==> src/design/at_response_token_matcher_core_macros.svh <==
`ifndef AT_RESPONSE_TOKEN_MATCHER_CORE_MACROS_SVH
`define AT_RESPONSE_TOKEN_MATCHER_CORE_MACROS_SVH

// same-cycle implication on clk, disabled in reset
`define ATRTM_ASSERT_NOW(lbl, ante, cons, msg) \
    lbl: assert property (@(posedge clk) disable iff (!rst_n) (ante) |-> (cons)) \
        else $error(msg);

// next-cycle implication on clk, disabled in reset
`define ATRTM_ASSERT_NEXT(lbl, ante, cons, msg) \
    lbl: assert property (@(posedge clk) disable iff (!rst_n) (ante) |=> (cons)) \
        else $error(msg);

`endif

==> src/design/atrtm_pkg.sv <==
package atrtm_pkg;

    localparam int LINE_CAPACITY = 128;
    localparam int TOKEN_BYTES   = 8;
    localparam int WIN_DEPTH     = (TOKEN_BYTES > 5) ? TOKEN_BYTES : 5;
    localparam int CNT_W         = $clog2(LINE_CAPACITY);
    localparam int TLEN_W        = 4;
    localparam int TOKEN_W       = 64;
    localparam int TIMEOUT_W     = 16;
    localparam int QUEUE_DEPTH   = 2;

    localparam logic [CNT_W-1:0] LINE_LIMIT = CNT_W'(LINE_CAPACITY - 1);

    localparam logic [1:0] REQ_START = 2'd0;
    localparam logic [1:0] REQ_BYTE  = 2'd1;
    localparam logic [1:0] REQ_TICK  = 2'd2;

    localparam logic [1:0] OUT_TOKEN   = 2'd0;
    localparam logic [1:0] OUT_FAIL    = 2'd1;
    localparam logic [1:0] OUT_TIMEOUT = 2'd2;

    localparam logic [1:0] CFG_TOKEN   = 2'd0;
    localparam logic [1:0] CFG_LENGTH  = 2'd1;
    localparam logic [1:0] CFG_TIMEOUT = 2'd2;

    localparam logic [7:0] CH_PROMPT = 8'h3E;
    localparam logic [7:0] CH_CR     = 8'h0D;
    localparam logic [7:0] CH_LF     = 8'h0A;

    localparam logic [TOKEN_W-1:0] TOKEN_RESET   = TOKEN_W'(64'h4B4F);
    localparam logic [TLEN_W-1:0]  LENGTH_RESET  = TLEN_W'(2);
    localparam logic [TIMEOUT_W-1:0] TIMEOUT_RESET = TIMEOUT_W'(500);

    typedef enum logic [2:0] {
        KIND_START,
        KIND_TICK,
        KIND_PROMPT,
        KIND_EOL,
        KIND_DATA,
        KIND_NONE
    } kind_t;

    typedef struct packed {
        kind_t      kind;
        logic [7:0] data;
    } entry_t;

    typedef struct packed {
        logic waiting;
        logic pop;
    } back_status_t;

    // token length after clamping and cut at the first zero byte
    function automatic logic [TLEN_W-1:0] eff_len(input logic [TOKEN_W-1:0] tok,
                                                   input logic [TLEN_W-1:0] len);
        logic [TLEN_W-1:0] n;
        logic [TLEN_W-1:0] r;
        n = (len > TLEN_W'(TOKEN_BYTES)) ? TLEN_W'(TOKEN_BYTES) : len;
        r = n;
        for (int i = TOKEN_BYTES - 1; i >= 0; i--) begin
            if (TLEN_W'(i) < n && tok[i*8 +: 8] == 8'd0) begin
                r = TLEN_W'(i);
            end
        end
        return r;
    endfunction

    function automatic logic prompt_in_token(input logic [TOKEN_W-1:0] tok,
                                             input logic [TLEN_W-1:0] len);
        logic [TLEN_W-1:0] n;
        logic hit;
        n   = eff_len(tok, len);
        hit = 1'b0;
        for (int i = 0; i < TOKEN_BYTES; i++) begin
            if (TLEN_W'(i) < n && tok[i*8 +: 8] == CH_PROMPT) begin
                hit = 1'b1;
            end
        end
        return hit;
    endfunction

endpackage

==> src/design/atrtm_front.sv <==
module atrtm_front (
    input  logic                             in_valid,
    output logic                             in_ready,
    input  logic [1:0]                       req_type,
    input  logic [7:0]                       rx_byte,
    input  logic [atrtm_pkg::TOKEN_W-1:0]    token,
    input  logic [atrtm_pkg::TLEN_W-1:0]     token_len,
    input  logic                             q_ready,
    output logic                             push,
    output atrtm_pkg::entry_t                entry
);

    logic prompt_hit;

    assign prompt_hit = atrtm_pkg::prompt_in_token(token, token_len);

    always_comb
    begin
        entry.data = rx_byte;
        case (req_type)
            atrtm_pkg::REQ_START: entry.kind = atrtm_pkg::KIND_START;
            atrtm_pkg::REQ_TICK:  entry.kind = atrtm_pkg::KIND_TICK;
            atrtm_pkg::REQ_BYTE:
            begin
                if (rx_byte == atrtm_pkg::CH_PROMPT) begin
                    entry.kind = prompt_hit ? atrtm_pkg::KIND_PROMPT : atrtm_pkg::KIND_NONE;
                end else if (rx_byte == atrtm_pkg::CH_CR || rx_byte == atrtm_pkg::CH_LF) begin
                    entry.kind = atrtm_pkg::KIND_EOL;
                end else begin
                    entry.kind = atrtm_pkg::KIND_DATA;
                end
            end
            default:              entry.kind = atrtm_pkg::KIND_NONE;
        endcase
    end

    // items with no effect are taken and dropped here
    assign in_ready = q_ready;
    assign push     = in_valid && q_ready && (entry.kind != atrtm_pkg::KIND_NONE);

endmodule

==> src/design/atrtm_queue.sv <==
module atrtm_queue (
    input  logic                clk,
    input  logic                rst_n,
    input  logic                push,
    input  atrtm_pkg::entry_t   push_entry,
    output logic                push_ready,
    input  logic                pop,
    output logic                pop_valid,
    output atrtm_pkg::entry_t   pop_entry
);

    localparam int PTR_W = (atrtm_pkg::QUEUE_DEPTH > 1) ? $clog2(atrtm_pkg::QUEUE_DEPTH) : 1;
    localparam int CNT_Q = $clog2(atrtm_pkg::QUEUE_DEPTH + 1);
    localparam logic [PTR_W-1:0] PTR_LAST = PTR_W'(atrtm_pkg::QUEUE_DEPTH - 1);

    atrtm_pkg::entry_t mem [atrtm_pkg::QUEUE_DEPTH];

    logic [PTR_W-1:0] wr_ptr_reg, wr_ptr_next;
    logic [PTR_W-1:0] rd_ptr_reg, rd_ptr_next;
    logic [CNT_Q-1:0] count_reg, count_next;
    logic             do_push, do_pop;

    assign push_ready = (count_reg != CNT_Q'(atrtm_pkg::QUEUE_DEPTH));
    assign pop_valid  = (count_reg != CNT_Q'(0));
    assign pop_entry  = mem[rd_ptr_reg];
    assign do_push    = push && push_ready;
    assign do_pop     = pop && pop_valid;

    always_comb
    begin
        wr_ptr_next = wr_ptr_reg;
        rd_ptr_next = rd_ptr_reg;
        count_next  = count_reg;
        if (do_push) begin
            wr_ptr_next = (wr_ptr_reg == PTR_LAST) ? PTR_W'(0) : wr_ptr_reg + PTR_W'(1);
        end
        if (do_pop) begin
            rd_ptr_next = (rd_ptr_reg == PTR_LAST) ? PTR_W'(0) : rd_ptr_reg + PTR_W'(1);
        end
        if (do_push && !do_pop) begin
            count_next = count_reg + CNT_Q'(1);
        end else if (do_pop && !do_push) begin
            count_next = count_reg - CNT_Q'(1);
        end
    end

    always_ff @(posedge clk or negedge rst_n)
    begin
        if (!rst_n) begin
            wr_ptr_reg <= '0;
            rd_ptr_reg <= '0;
            count_reg  <= '0;
        end else begin
            wr_ptr_reg <= wr_ptr_next;
            rd_ptr_reg <= rd_ptr_next;
            count_reg  <= count_next;
        end
    end

    always_ff @(posedge clk)
    begin
        if (do_push) begin
            mem[wr_ptr_reg] <= push_entry;
        end
    end

endmodule

==> src/design/atrtm_back.sv <==
module atrtm_back (
    input  logic                               clk,
    input  logic                               rst_n,
    input  logic                               q_valid,
    input  atrtm_pkg::entry_t                  q_entry,
    output logic                               q_pop,
    input  logic [atrtm_pkg::TOKEN_W-1:0]      token,
    input  logic [atrtm_pkg::TLEN_W-1:0]       token_len,
    input  logic [atrtm_pkg::TIMEOUT_W-1:0]    timeout_ticks,
    output logic                               out_valid,
    input  logic                               out_ready,
    output logic [1:0]                         outcome,
    output atrtm_pkg::back_status_t            status
);

    localparam int CW = atrtm_pkg::CNT_W;
    localparam int TW = atrtm_pkg::TIMEOUT_W;
    localparam int LW = atrtm_pkg::TLEN_W;
    localparam int WD = atrtm_pkg::WIN_DEPTH;
    localparam int TB = atrtm_pkg::TOKEN_BYTES;
    localparam int IW = $clog2(TB);

    logic            waiting_reg, waiting_next;
    logic [TW-1:0]   elapsed_reg, elapsed_next;
    logic [CW-1:0]   count_reg, count_next;
    logic            hidden_reg, hidden_next;
    logic [7:0]      win_reg [WD];
    logic [7:0]      win_next [WD];
    logic            fail_reg, fail_next;
    logic            tok_reg, tok_next;
    logic            out_valid_reg, out_valid_next;
    logic [1:0]      outcome_reg, outcome_next;

    logic [7:0]      shifted [WD];
    logic [7:0]      tok_bytes [TB];
    logic [LW-1:0]   tlen;
    logic            err_hit, fail_hit, tok_hit;
    logic            res_valid;
    logic [1:0]      res_code;
    logic [TW-1:0]   tick_sum;

    assign tlen = atrtm_pkg::eff_len(token, token_len);
    assign q_pop = q_valid && (!out_valid_reg || out_ready);
    assign tick_sum = elapsed_reg + TW'(1);

    always_comb
    begin
        for (int i = 0; i < TB; i++) begin
            tok_bytes[i] = token[i*8 +: 8];
        end
        shifted[0] = q_entry.data;
        for (int j = 1; j < WD; j++) begin
            shifted[j] = win_reg[j-1];
        end
    end

    // window compares; shifted[0] is the newest byte
    always_comb
    begin
        err_hit  = shifted[4] == "E" && shifted[3] == "R" && shifted[2] == "R" &&
                   shifted[1] == "O" && shifted[0] == "R";
        fail_hit = shifted[3] == "F" && shifted[2] == "A" && shifted[1] == "I" &&
                   shifted[0] == "L";
        tok_hit  = 1'b1;
        for (int j = 0; j < TB; j++) begin
            if (LW'(j) < tlen &&
                shifted[j] != tok_bytes[IW'(tlen - LW'(1) - LW'(j))]) begin
                tok_hit = 1'b0;
            end
        end
    end

    always_comb
    begin
        waiting_next = waiting_reg;
        elapsed_next = elapsed_reg;
        count_next   = count_reg;
        hidden_next  = hidden_reg;
        win_next     = win_reg;
        fail_next    = fail_reg;
        tok_next     = tok_reg;
        res_valid    = 1'b0;
        res_code     = atrtm_pkg::OUT_TOKEN;

        if (q_pop) begin
            if (q_entry.kind == atrtm_pkg::KIND_START) begin
                count_next   = '0;
                hidden_next  = 1'b0;
                fail_next    = 1'b0;
                tok_next     = 1'b0;
                elapsed_next = '0;
                for (int j = 0; j < WD; j++) begin
                    win_next[j] = 8'd0;
                end
                if (timeout_ticks == TW'(0)) begin
                    waiting_next = 1'b0;
                    res_valid    = 1'b1;
                    res_code     = atrtm_pkg::OUT_TIMEOUT;
                end else begin
                    waiting_next = 1'b1;
                end
            end else if (waiting_reg) begin
                case (q_entry.kind)
                    atrtm_pkg::KIND_TICK:
                    begin
                        elapsed_next = tick_sum;
                        if (tick_sum >= timeout_ticks) begin
                            waiting_next = 1'b0;
                            res_valid    = 1'b1;
                            res_code     = atrtm_pkg::OUT_TIMEOUT;
                        end
                    end
                    atrtm_pkg::KIND_PROMPT:
                    begin
                        waiting_next = 1'b0;
                        res_valid    = 1'b1;
                        res_code     = atrtm_pkg::OUT_TOKEN;
                    end
                    atrtm_pkg::KIND_EOL:
                    begin
                        if (fail_reg) begin
                            waiting_next = 1'b0;
                            res_valid    = 1'b1;
                            res_code     = atrtm_pkg::OUT_FAIL;
                        end else if (tok_reg) begin
                            waiting_next = 1'b0;
                            res_valid    = 1'b1;
                            res_code     = atrtm_pkg::OUT_TOKEN;
                        end else begin
                            count_next  = '0;
                            hidden_next = 1'b0;
                            fail_next   = 1'b0;
                            tok_next    = 1'b0;
                            for (int j = 0; j < WD; j++) begin
                                win_next[j] = 8'd0;
                            end
                        end
                    end
                    atrtm_pkg::KIND_DATA:
                    begin
                        if (count_reg < atrtm_pkg::LINE_LIMIT) begin
                            count_next = count_reg + CW'(1);
                            if (!hidden_reg) begin
                                if (q_entry.data == 8'd0) begin
                                    hidden_next = 1'b1;
                                end else begin
                                    win_next = shifted;
                                    if (err_hit || fail_hit) begin
                                        fail_next = 1'b1;
                                    end
                                    if (tok_hit) begin
                                        tok_next = 1'b1;
                                    end
                                end
                            end
                        end
                    end
                    default:
                    begin
                    end
                endcase
            end
        end

        out_valid_next = out_valid_reg && !out_ready;
        outcome_next   = outcome_reg;
        if (res_valid) begin
            out_valid_next = 1'b1;
            outcome_next   = res_code;
        end
    end

    always_ff @(posedge clk or negedge rst_n)
    begin
        if (!rst_n) begin
            waiting_reg   <= 1'b0;
            elapsed_reg   <= '0;
            count_reg     <= '0;
            hidden_reg    <= 1'b0;
            fail_reg      <= 1'b0;
            tok_reg       <= 1'b0;
            out_valid_reg <= 1'b0;
            for (int j = 0; j < WD; j++) begin
                win_reg[j] <= 8'd0;
            end
        end else begin
            waiting_reg   <= waiting_next;
            elapsed_reg   <= elapsed_next;
            count_reg     <= count_next;
            hidden_reg    <= hidden_next;
            fail_reg      <= fail_next;
            tok_reg       <= tok_next;
            out_valid_reg <= out_valid_next;
            win_reg       <= win_next;
        end
    end

    always_ff @(posedge clk)
    begin
        outcome_reg <= outcome_next;
    end

    assign out_valid      = out_valid_reg;
    assign outcome        = outcome_reg;
    assign status.waiting = waiting_reg;
    assign status.pop     = q_pop;

endmodule

==> src/design/at_response_token_matcher_core.sv <==
// Response matcher for a command/response modem link. Takes one item per clock while
// in_ready is high (start, received byte or 10 ms tick) and gives at most one outcome per item:
// token found, ERROR/FAIL line, or timeout. An item passes a classify stage and a
// two-entry queue, then the match engine, which updates its state and window and
// registers an outcome at the same edge at which it takes the item from the queue;
// the item is thus registered first in the queue and then in the outcome register.
// in_ready drops only when the queue is full, which happens only while an outcome
// waits on out_ready. Configuration writes are taken every cycle (cfg_ready stays high).
`include "at_response_token_matcher_core_macros.svh"

module at_response_token_matcher_core (
    input  logic                               clk,
    input  logic                               rst_n,
    input  logic                               cfg_valid,
    output logic                               cfg_ready,
    input  logic [1:0]                         cfg_index,
    input  logic [atrtm_pkg::TOKEN_W-1:0]      cfg_data,
    input  logic                               in_valid,
    output logic                               in_ready,
    input  logic [1:0]                         req_type,
    input  logic [7:0]                         rx_byte,
    output logic                               out_valid,
    input  logic                               out_ready,
    output logic [1:0]                         outcome
);

    logic [atrtm_pkg::TOKEN_W-1:0]   token_reg;
    logic [atrtm_pkg::TLEN_W-1:0]    length_reg;
    logic [atrtm_pkg::TIMEOUT_W-1:0] timeout_reg;

    logic                    push;
    logic                    q_ready;
    logic                    q_valid;
    logic                    q_pop;
    atrtm_pkg::entry_t       push_entry;
    atrtm_pkg::entry_t       q_entry;
    atrtm_pkg::back_status_t back_status;

    assign cfg_ready = 1'b1;

    always_ff @(posedge clk or negedge rst_n)
    begin
        if (!rst_n) begin
            token_reg   <= atrtm_pkg::TOKEN_RESET;
            length_reg  <= atrtm_pkg::LENGTH_RESET;
            timeout_reg <= atrtm_pkg::TIMEOUT_RESET;
        end else if (cfg_valid && cfg_ready) begin
            case (cfg_index)
                atrtm_pkg::CFG_TOKEN:   token_reg   <= cfg_data;
                atrtm_pkg::CFG_LENGTH:  length_reg  <= cfg_data[atrtm_pkg::TLEN_W-1:0];
                atrtm_pkg::CFG_TIMEOUT: timeout_reg <= cfg_data[atrtm_pkg::TIMEOUT_W-1:0];
                default:
                begin
                end
            endcase
        end
    end

    atrtm_front u_front (
        .in_valid  (in_valid),
        .in_ready  (in_ready),
        .req_type  (req_type),
        .rx_byte   (rx_byte),
        .token     (token_reg),
        .token_len (length_reg),
        .q_ready   (q_ready),
        .push      (push),
        .entry     (push_entry)
    );

    atrtm_queue u_queue (
        .clk        (clk),
        .rst_n      (rst_n),
        .push       (push),
        .push_entry (push_entry),
        .push_ready (q_ready),
        .pop        (q_pop),
        .pop_valid  (q_valid),
        .pop_entry  (q_entry)
    );

    atrtm_back u_back (
        .clk           (clk),
        .rst_n         (rst_n),
        .q_valid       (q_valid),
        .q_entry       (q_entry),
        .q_pop         (q_pop),
        .token         (token_reg),
        .token_len     (length_reg),
        .timeout_ticks (timeout_reg),
        .out_valid     (out_valid),
        .out_ready     (out_ready),
        .outcome       (outcome),
        .status        (back_status)
    );

    `ATRTM_ASSERT_NOW(a_result_ends_wait, out_valid, !back_status.waiting, "outcome pending while still waiting")
    `ATRTM_ASSERT_NOW(a_pop_only_when_free, back_status.pop, (!out_valid || out_ready), "engine took item while output stalled")
    `ATRTM_ASSERT_NEXT(a_push_lands, (push && in_ready), q_valid, "pushed item missing from queue")
    `ATRTM_ASSERT_NOW(a_outcome_code, out_valid, (outcome == atrtm_pkg::OUT_TOKEN || outcome == atrtm_pkg::OUT_FAIL || outcome == atrtm_pkg::OUT_TIMEOUT), "bad outcome code")

endmodule
==> config.mk <==
export PLATFORM = sky130hd
export DESIGN_NAME = at_response_token_matcher_core
export DESIGN_NICKNAME = d
export VERILOG_FILES = /design/src/design/atrtm_pkg.sv /design/src/design/atrtm_front.sv /design/src/design/atrtm_queue.sv /design/src/design/atrtm_back.sv /design/src/design/at_response_token_matcher_core.sv
export VERILOG_INCLUDE_DIRS = /design/src /design/src/design
export SDC_FILE = /design/constraint.sdc
export NUM_CORES = 1
export LEC_CHECK = 0
export ABC_AREA = 0
export BUFFER_PORTS_ARGS = -buffer_cell sky130_fd_sc_hd__buf_2
export CORE_MARGIN = 2
export CORE_UTILIZATION = 56
export DETAILED_ROUTE_END_ITERATION = 10
export PLACE_DENSITY = 0.76
export SETUP_SLACK_MARGIN = 0.4
export SYNTH_ARGS = -nofsm -noshare
export SYNTH_HDL_FRONTEND = slang
export SYNTH_SLANG_ARGS = --single-unit
==> constraint.sdc <==
create_clock -name clk -period 4.96 [get_ports clk]
set_clock_uncertainty 0.05 [all_clocks]
set_input_delay 0.992 -clock clk [delete_from_list [all_inputs] [get_ports clk]]
set_output_delay 0.992 -clock clk [all_outputs]
set_load 0.005 [all_outputs]
-- Word-level counts from Yosys, hierarchy flattened
Memories as Yosys holds them, arrays and structs flattened.
Index checks and enable logic that the tools add are counted.
- bits in registers: 174
- bits in latches: 0
- RAM bits: 22
- memory bits (read-only): 0
- input port bits: 81
- output and inout bits: 5
- word-level logic and storage cells: 310
- memories: 1
- memories (name ; words ; bits a word ; rd ports ; clocked after Yosys merged registers in ; write ports ; RTL line ; RTL):
    u_queue.mem ; 2 ; 11 ; 1 ; 0 ; 1 ; atrtm_queue.sv:16 ; atrtm_pkg::entry_t mem [atrtm_pkg::QUEUE_DEPTH];
- $add $sub $neg: 14
- multiply operators: 0
- divide/modulo/power cells: 0
- order comparisons: 27
- eq/ne operators: 45
- shift-type cells: 0
- muxes and demuxes: 122
- bitwise logic cells: 8
- reductions and logical operators: 72
- operator list (operator ; number):
    $mux W64 ; 7
    $bmux W8 S3 ; 8
    $mux W8 ; 16
    $pmux W64 S2 ; 1
    $eq A8 B6 Y1 const B ; 9
    $eq A8 B7 Y1 const B ; 9
    $logic_not A8 Y1 ; 9
    $ne A8 B8 Y1 ; 8
    $mux W1 ; 56
    $mux W16 ; 3
    $logic_and A1 B1 Y1 ; 39
    $mux W4 ; 9
    $mux W7 ; 5
    $ge A4 B4 Y1 const B ; 8
    $lt A3 B4 Y1 const A ; 8
    $not A3 Y4 ; 8
    $add A16 B1 Y16 const B ; 1
    $eq A8 B4 Y1 const B ; 2
    $ge A16 B16 Y1 ; 1
    $logic_not A16 Y1 ; 1
    $lt A1 B4 Y1 const A ; 4
    $lt A2 B4 Y1 const A ; 4
    $reduce_and A8 Y1 ; 2
    $pmux W7 S2 ; 1
    34 further kinds ; 69

-- Longest topological paths before layout
- depth after elaboration: 34
- mapped depth: 26

-- Hierarchy
A second synthesis with hierarchy kept.
- cell total of the unflattened synthesis: 1555
- area, all modules: 14203.6 um^2
- by module, submodules not included (module ; instances ; cells each ; area an instance (um^2) ; sequential area each (um^2)):
    atrtm_back ; 1 ; 1195 ; 9178.8 ; 2162.1
    at_response_token_matcher_core ; 1 ; 181 ; 3203.1 ; 2122.0
    atrtm_queue ; 1 ; 52 ; 1003.5 ; 760.7
    atrtm_front ; 1 ; 127 ; 818.3 ; 0.0

-- Worst setup path after synthesis
Ideal clock, no wire load.
- path type: register -> register
- start point: register length_reg[1] (netlist name)
- end point: register u_back.tok_reg
- library setup time: 0.095 ns
- arrival: 5.098 ns
- setup slack: -0.283 ns
- cell stages (with the launch flop): 23
- period minus slack after synthesis: 5.243 ns
- cell sequence: dfstp_2 > clkbuf_1 > nand2_1 > a21boi_0 > a21boi_1 > o21ai_0 > a211oi_1 > or2_2 > clkbuf_1 > buf_2 > buf_2 > ha_1 > clkbuf_1 > buf_1 > clkbuf_1 > mux4_2 > mux2i_1 > xor2_1 > nor4_1 > a22o_1 > o311a_1 > nand4_1 > o31ai_1
- word-level cells in the longest chain between the ends: 29
- ends and longest elaborated chain (what ; RTL line ; RTL):
    start, declared ; at_response_token_matcher_core.sv:28 ; logic [atrtm_pkg::TLEN_W-1:0] length_reg;
    start signal, assigned ; at_response_token_matcher_core.sv:45 ; length_reg <= atrtm_pkg::LENGTH_RESET;
    start signal, assigned ; at_response_token_matcher_core.sv:50 ; atrtm_pkg::CFG_LENGTH: length_reg <= cfg_data[atrtm_pkg::TLEN_W-1:0];
    $gt A4 B4 Y1 ; atrtm_pkg.sv:58 ; n = (len > TLEN_W'(TOKEN_BYTES)) ? TLEN_W'(TOKEN_BYTES) : len;
    $mux W4 * ; atrtm_pkg.sv:58 ;
    $lt A3 B4 Y1 ; atrtm_pkg.sv:61 ; if (TLEN_W'(i) < n && tok[i*8 +: 8] == 8'd0) begin
    $logic_and A1 B1 Y1 ; atrtm_pkg.sv:61 ;
    $mux W4 (7 in series) ; atrtm_pkg.sv:61 ;
    $mux W4 * ; atrtm_pkg.sv:61 ;
    $sub A3 B1 Y3 ; atrtm_back.sv:67 ; shifted[j] != tok_bytes[IW'(tlen - LW'(1) - LW'(j))]) begin
    $sub A3 B1 Y3 / $not A3 Y4 (equally long branches) ; atrtm_back.sv:67 ;
    [2 not listed] ; - ;
    $mux W8 (not written as such) ; atrtm_back.sv:67 ;
    $mux W8 (not written as such) / $ne A8 B8 Y1 (equally long branches) ; atrtm_back.sv:67 ;
    $ne A8 B8 Y1 / $logic_and A1 B1 Y1 (equally long branches) ; atrtm_back.sv:67, atrtm_back.sv:66 ;
    $logic_and A1 B1 Y1 / $mux W1 (equally long branches) ; atrtm_back.sv:66 ; if (LW'(j) < tlen &&
    $mux W1 (6 in series) ; atrtm_back.sv:66 ;
    $mux W1 * ; atrtm_back.sv:66 ;
    $ne A3 B1 Y1 (no line) * ; - ;
    $reduce_and A8 Y1 (no line) * ; - ;
    end signal, assigned ; atrtm_back.sv:192 ; tok_reg <= tok_next;
    end, declared ; atrtm_back.sv:30 ; logic tok_reg, tok_next;
Mark *: on every way between the ends. The rest lies on a longest branch, timed or not. The select of a mux whose other input is x is not followed.
A chain may end at the register's enable or synchronous reset.

-- Worst setup path in the final report
- start point: register token_reg[51] (netlist name)
- end point: register u_back.tok_reg
- word-level cells in the longest chain between the ends: 26
- ends and longest elaborated chain (what ; RTL line ; RTL):
    start, declared ; at_response_token_matcher_core.sv:27 ; logic [atrtm_pkg::TOKEN_W-1:0] token_reg;
    start signal, assigned ; at_response_token_matcher_core.sv:44 ; token_reg <= atrtm_pkg::TOKEN_RESET;
    start signal, assigned ; at_response_token_matcher_core.sv:49 ; atrtm_pkg::CFG_TOKEN: token_reg <= cfg_data;
    $logic_not A8 Y1 ; atrtm_pkg.sv:61 ;
    $logic_and A1 B1 Y1 ; atrtm_pkg.sv:61 ;
    $mux W4 (7 in series) ; atrtm_pkg.sv:61 ;
    $sub A3 B1 Y3 ; atrtm_back.sv:67 ;
    $sub A3 B1 Y3 / $not A3 Y4 (equally long branches) ; atrtm_back.sv:67 ;
    $not A3 Y4 (not written as such) / $bmux W8 S3 (equally long branches) ; atrtm_back.sv:67 ;
    $bmux W8 S3 / $mux W8 (equally long branches) ; atrtm_back.sv:67 ;
    $mux W8 (not written as such) ; atrtm_back.sv:67 ;
    $mux W8 (not written as such) / $ne A8 B8 Y1 (equally long branches) ; atrtm_back.sv:67 ;
    $ne A8 B8 Y1 / $logic_and A1 B1 Y1 (equally long branches) ; atrtm_back.sv:67, atrtm_back.sv:66 ;
    $logic_and A1 B1 Y1 / $mux W1 (equally long branches) ; atrtm_back.sv:66 ;
    $mux W1 (6 in series) ; atrtm_back.sv:66 ;
    $mux W1 * ; atrtm_back.sv:66 ;
    $ne A3 B1 Y1 (no line) * ; - ;
    $reduce_and A8 Y1 (no line) * ; - ;
Marked as above.

==> results.py <==
metrics = {
    "drt": {
        "vias": 11500,
        "drtAntennaViolNets": 0,
        "route.detailed.drc": 0,
        "drt_pass1_iterations": 6,
        "drt_iter0_drc": 1097,
        "wl_mm": 43.3,
        "wire_per_inst_um": 23.8,
        "vias_per_cell": 6.32,
    },
    "critical_path": {
        "rr_startpoint": "token_reg[51]",
        "cp.required_ns": 5.27,
        "reg2reg_slack_ns": 0.21,
        "critical_path_class": "register to register",
        "cp-endpoint": "u_back.tok_reg",
        "worst-r2r-cell-count": 21,
        "crit_start": "token_reg[51]",
        "crit_fanout": 12,
        "critPathCaptureType": "register",
        "arrival_ns": 5.06,
        "cp-start-kind": "register",
        "r2r-end": "u_back.tok_reg",
    },
    "timing": {
        "tightest_slew_ns": 1.19,
        "finalCritPeriodShare_pct": 95.8,
        "rsz0062_at_grt": "true",
        "period_needed_ns": 4.75,
        "setup_slack_ns": 0.210,
        "max_freq_ghz": 0.211,
        "finalSetupViolCount": 0,
        "relSlewSlack_pct": 20.3,
        "hold_violations": 0,
        "fin_tns_setup_ns": 0,
        "final_max_slew_viol_count": 0,
    },
    "power": {
        "p_leak_nw": 6.61,
        "power_mw": 7.69,
        "peakVddDrop_mv": 0.347,
        "pwr_density_cell_nw_per_um2": 504,
    },
    "synthesis": {
        "synth_top_area_cell": "dfrtp_1",
        "ys_ff_latch": 196,
        "synth_edf_count": 24,
        "yosysUniqueCellTypes": 87,
        "synth_nets": 1465,
        "synthCells": 1362,
        "yosys_most_used_dff": "dfrtp_1",
        "synth_area_leaders": "dfrtp_1 (30%), mux2i_1 (9.2%), mux2_2 (7.2%)",
        "avgSynthCellArea_um2": 9.65,
        "async_reset_ff_share_pct": 87.8,
        "synth_top_area_share_pct": 29.7,
        "syn_area_um2": 13100,
        "ys_warn_count": 0,
        "ys_seq_area_share_pct": 38.4,
    },
    "global_route": {
        "grt_max_degree": 113,
        "grt_pass1_wl_mm": 65.4,
        "antenna_found_initial": 0,
        "grtUsageTotal_pct": 35.5,
        "grt_overflow": 0,
        "grt_pass1_vias": 11000,
    },
    "place": {
        "dpl.hpwl_mm": 32.1,
        "placed_area_um2": 14300,
        "gp_routability_congestion": 1.03,
        "io_buffers": 84,
        "pre_cts_slack_ns": 0.0576,
    },
    "worst_hold_path": {
        "holdPathStages": 1,
        "hold_path_class": "register to register",
    },
    "finish": {
        "utilization_pct": 65.6,
        "fin_area_um2": 15300,
        "ff_latch_area_um2": 5050,
        "largest_reg_flops": 64,
        "antenna_cells": 0,
        "num-nets-final": 1587,
        "multi_input_area_um2": 7740,
        "drive_gt1_share_pct": 25.9,
        "syn2layout_area_growth_pct": 16.1,
        "fill_cells": 1918,
    },
    "clock_network": {
        "hold_buffers": 0,
        "clock_latency_ns": 0.45,
        "cts.sinks": 196,
        "cts-htree-levels": 4,
        "clockBufferDepth": 2,
        "cts-root-buf": "clkbuf_16",
        "clk_pin_slew_ns": 0.09,
        "cts_tree": "done",
        "cts_buffers": 17,
    },
    "die": {
        "die-width_um": 157,
        "initial_core_util_pct": 56.5,
        "core_um2": 23300,
        "rows": 56,
        "die_height_um": 157,
        "fp.dieArea_um2": 24700,
        "ioPinCount": 86,
    },
    "status": {
        "status": "completed",
    },
    "run": {
        "cap_violations": 0,
    },
}
worst max-delay path: stages, from the launching register on:
cell	delay (ns)
dfrtp_1	0.38
or4_4	0.54
nor3_4	0.25
a22oi_2	0.12
a2bb2oi_2	0.15
o21a_1	0.22
nor2_4	0.13
ha_4	0.17
o41a_1	0.20
a31oi_4	0.05
and2_4	0.22
buf_12	0.13
buf_16	0.14
buf_4	0.14
mux2i_1	0.11
a21oi_1	0.44
mux2i_1	0.20
xor2_1	0.22
and4_1	0.26
a31o_1	0.17
nand4_1	0.08
o31ai_1	0.26
synthesized netlist by cell type (10+ instances only):
library cell	number
mux2i_1	121
nor3_1	26
a21oi_1	62
o21ai_0	95
nor2_1	48
nand3_1	42
xor2_1	37
nand2b_1	15
a21o_1	12
dfrtp_1	156
and3_1	23
clkbuf_1	57
a22o_1	11
buf_2	10
dfstp_2	16
ha_1	22
mux2_2	84
nand4_1	18
inv_1	38
nand2_1	157
nor4_1	18
xnor2_1	83
o31ai_1	19
edfxtp_1	24
logic make-up (layout without fill, tap and decap cells):
kind of cell               Yosys count  count (layout)  share of synthesized area (%)
other                                1               1                         0.0285
buffers and inverters              125             260                           4.27
muxes                              212             212                           17.6
and+or+nand+nor                    405             405                           15.5
DFF                                196             196                           38.4
AOI/OAI and AO/OA                  279             279                           13.8
adders and majority gates           22              22                           2.09
xor gates and xnor gates           122             122                           8.33
layout make-up:
| type | count | area share [%] |
|---|---|---|
| multi-input combinational | 1041 | 50.7 |
| timing repair buffer | 188 | 8.50 |
| sequential | 196 | 33.1 |
| clock inverter | 15 | 1.33 |
| clock buffer | 17 | 2.79 |
| inverter | 40 | 1.00 |
| tap | 319 | 2.61 |
what timing repair did:
item / CTS / global route
setup buffers: 3 / 10
resized for setup: 14 / 24
cloned: 2 / 0
pin swaps: 5 / 17
setup endpoints to repair: 12 / 24
endpoints found under the hold margin: 0 / 0
worst min-delay path by stage:
| stage | from | endpoint | slack, ns |
|---|---|---|---|
| after floorplan | u_back.count_reg[6] | u_back.count_reg[6] | 0.40 |
| after global placement | u_back.count_reg[6] | u_back.count_reg[6] | 0.42 |
| after detailed placement | u_queue.count_reg[1] | u_queue.count_reg[1] | 0.44 |
| after CTS | u_queue.count_reg[1] | u_queue.count_reg[1] | 0.45 |
| after global routing | u_back.count_reg[6] | u_back.count_reg[6] | 0.49 |
| final | u_queue.count_reg[1] | u_queue.count_reg[1] | 0.45 |
layer usage:
metal | up-vias | GRT usage [%] | share of wire, % | routed length (µm)
met5 | - | 0 | 0 | 0
met4 | 0 | 18.5 | 5.5 | 2400
met3 | 140 | 6.75 | 8.2 | 3540
met2 | 578 | 55.5 | 46 | 19800
met1 | 5567 | 47.0 | 41 | 17600
li1 | 5192 | - | - | -
power by group:
part           internal, mW  total (mW)  switching (mW)
clock                 0.736        1.50           0.766
combinational          1.66        3.95            2.29
sequential             1.89        2.24           0.344
placed cells by master (no fill, tap or decap), types with 12 or more instances in the layout:
cell type and n:
nand4_1 18, buf_2 83, inv_1 38, dfstp_2 16, edfxtp_1 24, dfrtp_1 154
and3_1 23, nor4_1 14, xor2_1 37, mux2i_1 119, mux2_2 84, a21oi_1 61
ha_1 20, xnor2_1 82, nand2_1 157, buf_4 98, a21o_1 12, o31ai_1 19
nand2b_1 15, nor3_1 23, nand3_1 42, nor2_1 45, clkbuf_16 17, o21ai_0 94
stage by stage:
step                      instances  hold WS (ns)
after floorplan                1362         0.399
after global placement         1769         0.418
after detailed placement       1769         0.440
after CTS                      1806         0.452
after global routing           1816         0.486
final                          1816         0.453
Power figures use the tool's default switching activity.
